`src/rtl/mas_pkg.sv`:
```
// shared types and constants for the motion alarm controller
package mas_pkg;

    localparam int unsigned TimeWidth  = 32;
    localparam int unsigned CountWidth = 16;
    localparam int unsigned CfgIdxWidth = 3;

    localparam logic [TimeWidth-1:0]  TimeMax  = {TimeWidth{1'b1}};
    localparam logic [CountWidth-1:0] CountMax = {CountWidth{1'b1}};

    // configuration register indexes
    localparam logic [CfgIdxWidth-1:0] RegMotionThreshold  = 3'd0;
    localparam logic [CfgIdxWidth-1:0] RegStableFrameCount = 3'd1;
    localparam logic [CfgIdxWidth-1:0] RegStableWindow     = 3'd2;
    localparam logic [CfgIdxWidth-1:0] RegPreDelay         = 3'd3;
    localparam logic [CfgIdxWidth-1:0] RegPostDelay        = 3'd4;
    localparam logic [CfgIdxWidth-1:0] RegMinTrigger       = 3'd5;
    localparam logic [CfgIdxWidth-1:0] RegMaxTrigger       = 3'd6;

    // register values after reset
    localparam logic [TimeWidth-1:0]  RstMotionThreshold  = 32'd1000;
    localparam logic [CountWidth-1:0] RstStableFrameCount = 16'd3;
    localparam logic [TimeWidth-1:0]  RstStableWindow     = 32'd1000000;
    localparam logic [TimeWidth-1:0]  RstPreDelay         = 32'd5;
    localparam logic [TimeWidth-1:0]  RstPostDelay        = 32'd5;
    localparam logic [TimeWidth-1:0]  RstMinTrigger       = 32'd5;
    localparam logic [TimeWidth-1:0]  RstMaxTrigger       = 32'd60;

    // input opcodes
    localparam logic OpFrame = 1'b0;
    localparam logic OpReset = 1'b1;

    typedef struct packed {
        logic [TimeWidth-1:0]  motion_threshold;
        logic [CountWidth-1:0] stable_frame_count;
        logic [TimeWidth-1:0]  stable_window_ticks;
        logic [TimeWidth-1:0]  pre_delay_sec;
        logic [TimeWidth-1:0]  post_delay_sec;
        logic [TimeWidth-1:0]  min_trigger_sec;
        logic [TimeWidth-1:0]  max_trigger_sec;
    } cfg_t;

    typedef struct packed {
        logic                 opcode;
        logic [TimeWidth-1:0] now_seconds;
        logic [TimeWidth-1:0] now_fine;
        logic [TimeWidth-1:0] motion_level;
    } item_t;

    typedef struct packed {
        logic [1:0]            state_code;
        logic [TimeWidth-1:0]  segment_end;
        logic [CountWidth-1:0] motion_frames;
        logic [TimeWidth-1:0]  can_start_at;
    } result_t;

endpackage

```
`src/rtl/motion_alarm_state_machine.sv`:
```
// motion alarm controller top level
//
// Frame event requests enter on the s_ channel (valid/ready) with an opcode,
// the coarse second count, the fine tick count and the motion level. Each
// request yields exactly one result on the m_ channel: the state after the
// request, the segment end second, the stable motion frame count and the
// second after which vigilance may resume. An opcode of one clears all
// alarm state and reports idle and zeros.
// A request passes through the input register, the state update and the
// result register on its way to m_valid; one request is taken every cycle
// while the receiver keeps m_ready high.
// When the receiver stalls, the result register holds and the input
// register keeps one more request; s_ready falls only when both are full.
// The cfg_ channel writes registers by index and is always ready; writes
// belong to times when no request is in flight.
// Reset (aresetn low at a clock edge) returns registers to their defaults,
// the machine to idle with zeroed times and both channels to empty.
module motion_alarm_state_machine (
    input  logic                            aclk,
    input  logic                            aresetn,
    input  logic                            s_valid,
    output logic                            s_ready,
    input  logic                            s_opcode,
    input  logic [mas_pkg::TimeWidth-1:0]   s_now_seconds,
    input  logic [mas_pkg::TimeWidth-1:0]   s_now_fine,
    input  logic [mas_pkg::TimeWidth-1:0]   s_motion_level,
    output logic                            m_valid,
    input  logic                            m_ready,
    output logic [1:0]                      m_state_code,
    output logic [mas_pkg::TimeWidth-1:0]   m_segment_end,
    output logic [mas_pkg::CountWidth-1:0]  m_motion_frames,
    output logic [mas_pkg::TimeWidth-1:0]   m_can_start_at,
    input  logic                            cfg_valid,
    output logic                            cfg_ready,
    input  logic [mas_pkg::CfgIdxWidth-1:0] cfg_index,
    input  logic [mas_pkg::TimeWidth-1:0]   cfg_data
);
    import mas_pkg::*;

    cfg_t    cfg;
    item_t   s_item;
    item_t   item;
    logic    item_valid;
    logic    item_take;
    result_t result;

    assign s_item.opcode       = s_opcode;
    assign s_item.now_seconds  = s_now_seconds;
    assign s_item.now_fine     = s_now_fine;
    assign s_item.motion_level = s_motion_level;

    assign m_state_code    = result.state_code;
    assign m_segment_end   = result.segment_end;
    assign m_motion_frames = result.motion_frames;
    assign m_can_start_at  = result.can_start_at;

    mas_cfg_regs u_cfg_regs (
        .aclk      (aclk),
        .aresetn   (aresetn),
        .cfg_valid (cfg_valid),
        .cfg_ready (cfg_ready),
        .cfg_index (cfg_index),
        .cfg_data  (cfg_data),
        .cfg       (cfg)
    );

    mas_in_reg u_in_reg (
        .aclk       (aclk),
        .aresetn    (aresetn),
        .s_valid    (s_valid),
        .s_ready    (s_ready),
        .s_item     (s_item),
        .item_valid (item_valid),
        .item       (item),
        .item_take  (item_take)
    );

    mas_fsm u_fsm (
        .aclk       (aclk),
        .aresetn    (aresetn),
        .cfg        (cfg),
        .item_valid (item_valid),
        .item       (item),
        .item_take  (item_take),
        .m_valid    (m_valid),
        .m_ready    (m_ready),
        .result     (result)
    );

endmodule

```
`src/rtl/mas_cfg_regs.sv`:
```
// configuration register file for the motion alarm controller
module mas_cfg_regs (
    input  logic                         aclk,
    input  logic                         aresetn,
    input  logic                         cfg_valid,
    output logic                         cfg_ready,
    input  logic [mas_pkg::CfgIdxWidth-1:0] cfg_index,
    input  logic [mas_pkg::TimeWidth-1:0]   cfg_data,
    output mas_pkg::cfg_t                cfg
);
    import mas_pkg::*;

    cfg_t cfg_reg;

    assign cfg_ready = 1'b1;
    assign cfg        = cfg_reg;

    always_ff @(posedge aclk) begin
        if (!aresetn) begin
            cfg_reg.motion_threshold    <= RstMotionThreshold;
            cfg_reg.stable_frame_count  <= RstStableFrameCount;
            cfg_reg.stable_window_ticks <= RstStableWindow;
            cfg_reg.pre_delay_sec       <= RstPreDelay;
            cfg_reg.post_delay_sec      <= RstPostDelay;
            cfg_reg.min_trigger_sec     <= RstMinTrigger;
            cfg_reg.max_trigger_sec     <= RstMaxTrigger;
        end else if (cfg_valid) begin
            unique case (cfg_index)
                RegMotionThreshold:  cfg_reg.motion_threshold    <= cfg_data;
                RegStableFrameCount: cfg_reg.stable_frame_count  <= cfg_data[CountWidth-1:0];
                RegStableWindow:     cfg_reg.stable_window_ticks <= cfg_data;
                RegPreDelay:         cfg_reg.pre_delay_sec       <= cfg_data;
                RegPostDelay:        cfg_reg.post_delay_sec      <= cfg_data;
                RegMinTrigger:       cfg_reg.min_trigger_sec     <= cfg_data;
                RegMaxTrigger:       cfg_reg.max_trigger_sec     <= cfg_data;
                default: begin
                end
            endcase
        end
    end

endmodule

```
`src/rtl/mas_in_reg.sv`:
```
// input register stage for frame event requests
module mas_in_reg (
    input  logic           aclk,
    input  logic           aresetn,
    input  logic           s_valid,
    output logic           s_ready,
    input  mas_pkg::item_t s_item,
    output logic           item_valid,
    output mas_pkg::item_t item,
    input  logic           item_take
);
    import mas_pkg::*;

    logic  valid_reg;
    item_t item_reg;

    // refill in the same cycle the held request moves on
    assign s_ready    = !valid_reg || item_take;
    assign item_valid = valid_reg;
    assign item       = item_reg;

    always_ff @(posedge aclk) begin
        if (!aresetn) begin
            valid_reg <= 1'b0;
        end else if (s_ready) begin
            valid_reg <= s_valid;
        end
    end

    always_ff @(posedge aclk) begin
        if (s_ready && s_valid) begin
            item_reg <= s_item;
        end
    end

endmodule

```
`src/rtl/mas_fsm.sv`:
```
// alarm state machine with its timing state and the result register
module mas_fsm (
    input  logic             aclk,
    input  logic             aresetn,
    input  mas_pkg::cfg_t    cfg,
    input  logic             item_valid,
    input  mas_pkg::item_t   item,
    output logic             item_take,
    output logic             m_valid,
    input  logic             m_ready,
    output mas_pkg::result_t result
);
    import mas_pkg::*;

    typedef enum logic [1:0] {
        ST_IDLE,
        ST_WAITING,
        ST_VIGILANT,
        ST_TRIGGERED
    } fsm_state_t;

    fsm_state_t            state_reg, state_next;
    logic [TimeWidth-1:0]  resume_reg, resume_next;
    logic [TimeWidth-1:0]  tstart_reg, tstart_next;
    logic [TimeWidth-1:0]  tend_reg, tend_next;
    logic [CountWidth-1:0] count_reg, count_next;
    logic [TimeWidth-1:0]  wstart_reg, wstart_next;
    logic                  m_valid_reg;
    result_t               result_reg;

    logic                  moving;
    logic [TimeWidth:0]    delay_sum;
    logic [TimeWidth-1:0]  delay_sat;
    logic [TimeWidth-1:0]  seg_base;
    logic [TimeWidth:0]    min_sum;
    logic [TimeWidth:0]    max_sum;
    logic [TimeWidth-1:0]  min_sat;
    logic [TimeWidth-1:0]  max_sat;
    logic [TimeWidth-1:0]  seg_limit;
    logic [TimeWidth-1:0]  wstart_eff;
    logic [TimeWidth-1:0]  elapsed;
    logic [CountWidth-1:0] count_inc;

    assign item_take = item_valid && (!m_valid_reg || m_ready);
    assign m_valid   = m_valid_reg;
    assign result    = result_reg;

    assign moving = item.motion_level > cfg.motion_threshold;

    // resume time: pre delay from idle, post delay on segment expiry
    assign delay_sum = {1'b0, item.now_seconds}
                     + {1'b0, (state_reg == ST_IDLE) ? cfg.pre_delay_sec
                                                     : cfg.post_delay_sec};
    assign delay_sat = delay_sum[TimeWidth] ? TimeMax : delay_sum[TimeWidth-1:0];

    // a new segment starts now, an open one keeps its recorded start
    assign seg_base  = (state_reg == ST_VIGILANT) ? item.now_seconds : tstart_reg;
    assign min_sum   = {1'b0, item.now_seconds} + {1'b0, cfg.min_trigger_sec};
    assign max_sum   = {1'b0, seg_base} + {1'b0, cfg.max_trigger_sec};
    assign min_sat   = min_sum[TimeWidth] ? TimeMax : min_sum[TimeWidth-1:0];
    assign max_sat   = max_sum[TimeWidth] ? TimeMax : max_sum[TimeWidth-1:0];
    assign seg_limit = (min_sat < max_sat) ? min_sat : max_sat;

    assign wstart_eff = (count_reg == '0) ? item.now_fine : wstart_reg;
    assign elapsed    = item.now_fine - wstart_eff;
    assign count_inc  = (count_reg < CountMax) ? count_reg + 1'b1 : count_reg;

    always_comb begin
        state_next  = state_reg;
        resume_next = resume_reg;
        tstart_next = tstart_reg;
        tend_next   = tend_reg;
        count_next  = count_reg;
        wstart_next = wstart_reg;
        if (item.opcode == OpReset) begin
            state_next  = ST_IDLE;
            resume_next = '0;
            tstart_next = '0;
            tend_next   = '0;
            count_next  = '0;
            wstart_next = '0;
        end else begin
            unique case (state_reg)
                ST_IDLE: begin
                    resume_next = delay_sat;
                    state_next  = ST_WAITING;
                end
                ST_WAITING: begin
                    if (item.now_seconds > resume_reg) begin
                        state_next = ST_VIGILANT;
                    end
                end
                ST_VIGILANT: begin
                    if (moving) begin
                        if (elapsed < cfg.stable_window_ticks) begin
                            // a zero required count behaves as one
                            if (count_inc >= cfg.stable_frame_count) begin
                                count_next  = '0;
                                wstart_next = '0;
                                tstart_next = item.now_seconds;
                                tend_next   = seg_limit;
                                state_next  = ST_TRIGGERED;
                            end else begin
                                count_next  = count_inc;
                                wstart_next = wstart_eff;
                            end
                        end else begin
                            // window ran out: start over
                            count_next  = '0;
                            wstart_next = '0;
                            tend_next   = '0;
                        end
                    end
                end
                ST_TRIGGERED: begin
                    if (item.now_seconds > tend_reg) begin
                        resume_next = delay_sat;
                        state_next  = ST_WAITING;
                    end else if (moving) begin
                        tend_next = seg_limit;
                    end
                end
                default: begin
                    state_next = ST_IDLE;
                end
            endcase
        end
    end

    always_ff @(posedge aclk) begin
        if (!aresetn) begin
            state_reg   <= ST_IDLE;
            resume_reg  <= '0;
            tstart_reg  <= '0;
            tend_reg    <= '0;
            count_reg   <= '0;
            wstart_reg  <= '0;
            m_valid_reg <= 1'b0;
        end else begin
            if (item_take) begin
                state_reg                <= state_next;
                resume_reg               <= resume_next;
                tstart_reg               <= tstart_next;
                tend_reg                 <= tend_next;
                count_reg                <= count_next;
                wstart_reg               <= wstart_next;
                result_reg.state_code    <= state_next;
                result_reg.segment_end   <= tend_next;
                result_reg.motion_frames <= count_next;
                result_reg.can_start_at  <= resume_next;
                m_valid_reg              <= 1'b1;
            end else if (m_ready) begin
                m_valid_reg <= 1'b0;
            end
        end
    end

endmodule

```
`config.mk`:
```
export PLATFORM = sky130hd
export DESIGN_NAME = motion_alarm_state_machine
export DESIGN_NICKNAME = d
export VERILOG_FILES = /design/src/rtl/mas_pkg.sv /design/src/rtl/motion_alarm_state_machine.sv /design/src/rtl/mas_cfg_regs.sv /design/src/rtl/mas_in_reg.sv /design/src/rtl/mas_fsm.sv
export SDC_FILE = /design/constraint.sdc
export NUM_CORES = 2
export LEC_CHECK = 0
export BUFFER_PORTS_ARGS = -buffer_cell sky130_fd_sc_hd__buf_2
export CORE_MARGIN = 4
export CORE_UTILIZATION = 45
export CTS_CLUSTER_SIZE = 28
export DETAILED_ROUTE_END_ITERATION = 8
export SETUP_SLACK_MARGIN = 0.5
export SLEW_MARGIN = 20
export SYNTH_ARGS = -nofsm -noshare
export SYNTH_HDL_FRONTEND = slang
export SYNTH_HIERARCHICAL = 1
export SYNTH_SLANG_ARGS = --single-unit
```
`constraint.sdc`:
```
create_clock -name aclk -period 12.7 [get_ports aclk]
set_input_delay 0.635 -clock aclk [delete_from_list [all_inputs] [get_ports aclk]]
set_output_delay 0.635 -clock aclk [all_outputs]
set_load 0.005 [all_outputs]
```
==> results_dict.tcl <==
set metrics [dict create \
    status "finished, final reports clean" \
    multiInputGateArea_sq_um 18700 \
    skew_ns 0.0211 \
    setup_tns_ns 0 \
    grt_max_degree 110 \
    required_ns 13.25 \
    sw_frac_of_total_pct 29.0 \
    power_density_nw_per_um2 119 \
    hold_viol 0 \
    utilization_pct 50.8 \
    antenna_found_initial 4 \
    dieWidth_microns 278 \
    power_frac_comb_pct 16.2 \
    synth_top_area_share_pct 21.8 \
    io_pins 222 \
    synth_fp_nets 3973 \
    regArea_sq_um 12500 \
    area_growth_pct 11.4 \
    viasPerCell 5.74 \
    synth_common_cells "nand2_1, dfxtp_1, ha_1" \
    clk_latency_ns 0.65 \
    dr_wl_met3_microns 6790 \
    min_path_type "input port to register" \
    met2_wirelength_microns 42200 \
    core.rowCount 98 \
    cts.sinks 535 \
    synth_area_sq_um 32700 \
    p_switching_mw 1.26 \
    yosysTopAreaCell "dfxtp_1" \
    synth_most_common_cell "nand2_1" \
    seqPwrFrac_pct 43.4 \
    cts_made_buffers 60 \
    drt-initial-drc-count 2574 \
    dpl-instance-area_sq_um 34500 \
    synthArstFlopShare_pct 0 \
    drive_above_1_share_pct 12.2 \
    final_area_sq_um 36500 \
    syn_avg_cell_area_sq_um 9.29 \
    grt_pass1_wl_microns 150000 \
    cts_buffer_depth 3 \
    htree_levels 2 \
    syn_inst 3525 \
    initial_utilization_pct 45.6 \
    cts_tree "yes" \
    ys_seq_area_share_pct 38.2 \
    drc_errors 0 \
    crit_family "compound AO/OA/AOI/OAI gates" \
    holdBufCountCts 0 \
    final_antenna_net_count 0 \
    synth-seq-cells 535 \
    finalPower_mw 4.33 \
    grtUsageTotal_pct 24.7 \
    crit_path_start_kind "register" \
    max_freq_mhz 125 \
    slew-limit-headroom_pct 25.5 \
    dp_slack_ns 4.84 \
    dpl.hpwl_microns 71800 \
    dr.pass1.iters 5 \
    power_leakage_nw 15.4 \
    cts_resized 0 \
    crit_buf_inv 2 \
    synth-edff-count 179 \
    top_layer_used "met5" \
    dr_total_vias 26800 \
    crit_type "register to register" \
    ys_types 92 \
    rsz0062_at_grt "no" \
    num-fill-cells 6722 \
    ys_warn_count 6 \
    design.die.area_sq_um 77100 \
    intPower_mw 3.08 \
    ys.flop_type "dfxtp_1" \
    layout_setup_ws_ns 4.67 \
    coreArea_sq_um 71900 \
    root_buffer "clkbuf_16" \
    slew_viol_final 0 \
    wirelength_microns 100000 \
    nNetsFinal 4111 \
    path_common_cell "ha_1" \
    maxCapViolations 0 \
    grt_overflow 0 \
    io_buffers 220 \
    critPathCaptureType "register" \
    cp_max_fo 35 \
    tightest_slew_ns 1.12 \
    largest_register_ffs 208 \
    crit_arrival_ns 8.58 \
    cp_slowest_stage_delay_ns 0.97 \
    clk_pin_slew_ns 0.06 \
    die_height_microns 278 \
    wl_met1_microns 48300 \
    setup_viol 0 \
    power.share.clock_pct 40.4 \
    grt_pass1_vias 24500 \
    gp_congestion 0.910 \
    min_period_ns 8.03 \
    wl_per_cell_microns 21.4 \
    ir_worst_vdd_mv 0.113 \
    synthTopCellsByArea "dfxtp_1, edfxtp_1, ha_1, mux2i_1, nand2_1" \
    post-route-period-util_pct 63.2 \
    critical-path-slowest-cell "o211a_1" \
    cts_setup_buffers 0 \
]
[worst paths after layout]
path | from | to | slack [ns] | cells past startpoint
max | u_fsm/count_reg[0] | u_fsm/tend_reg[31] | 4.67 | 28
min | s_now_fine[20] | u_in_reg/item[52] | 0.16 | 1
max reg2reg | u_fsm/count_reg[0] | u_fsm/tend_reg[31] | 4.67 | 28
min reg2reg | u_fsm/wstart_reg[19] | u_fsm/wstart_reg[19] | 0.45 | 2
[stage by stage]
step / cells / hold WS, ns
floorplan: 3525 / 0.432
global placement: 4551 / 0.439
detailed placement: 4551 / 0.443
CTS: 4664 / 0.110
global route: 4665 / 0.129
finish: 4668 / 0.158
[power groups by stage]
stage	clock network (mW)	registers, mW	logic [mW]
global placement	0	1.92	0.685
detailed placement	0	1.92	0.689
global route	1.86	1.88	0.777
CTS	1.79	1.88	0.693
finish	1.75	1.88	0.702
floorplan	0	1.89	0.481
[cell families (layout without fill, tap and decap cells)]
| logic type | after synthesis | in the layout | share of synthesized area [%] |
|---|---|---|---|
| buf+inv | 379 | 568 | 4.83 |
| simple gates | 1045 | 1045 | 15.3 |
| fa+ha+maj | 311 | 311 | 12.0 |
| compound gates | 835 | 835 | 17.0 |
| other cells | 1 | 5 | 0.0115 |
| flops | 535 | 535 | 38.2 |
| xor+xnor | 111 | 111 | 2.97 |
| mux | 308 | 308 | 9.71 |
[layer usage]
metal	vias to the layer above	track usage (%)
met5	-	0
met4	2	6.72
met3	118	3.59
met2	866	36.5
met1	12700	37.6
li1	13100	-
[cells in the final DEF, fill, tap and decap left out, drive strengths merged, types with 24 or more instances in the layout]
cell / instances
nand3: 60
dfxtp: 356
a32o: 46
mux2: 66
clkbuf: 74
a22o: 31
o21a: 30
xnor2: 79
a21oi: 225
edfxtp: 179
nor2: 195
a21o: 100
nor2b: 56
nor3: 44
o21ai: 191
buf: 254
nand2b: 37
clkinv: 29
or3: 50
ha: 307
nand4: 82
xor2: 32
nand2: 425
inv: 203
mux2i: 242
a211oi: 24
[area by class of cell]
cell class	instances	area share [%]
multi-input combinational	2611	51.2
timing repair buffer	254	3.75
tap	950	3.26
clock inverter	39	0.971
clock buffer	74	4.40
antenna	4	0.0274
inverter	201	2.08
sequential	535	34.3
No activity file was read; power rests on OpenSTA's default activity.
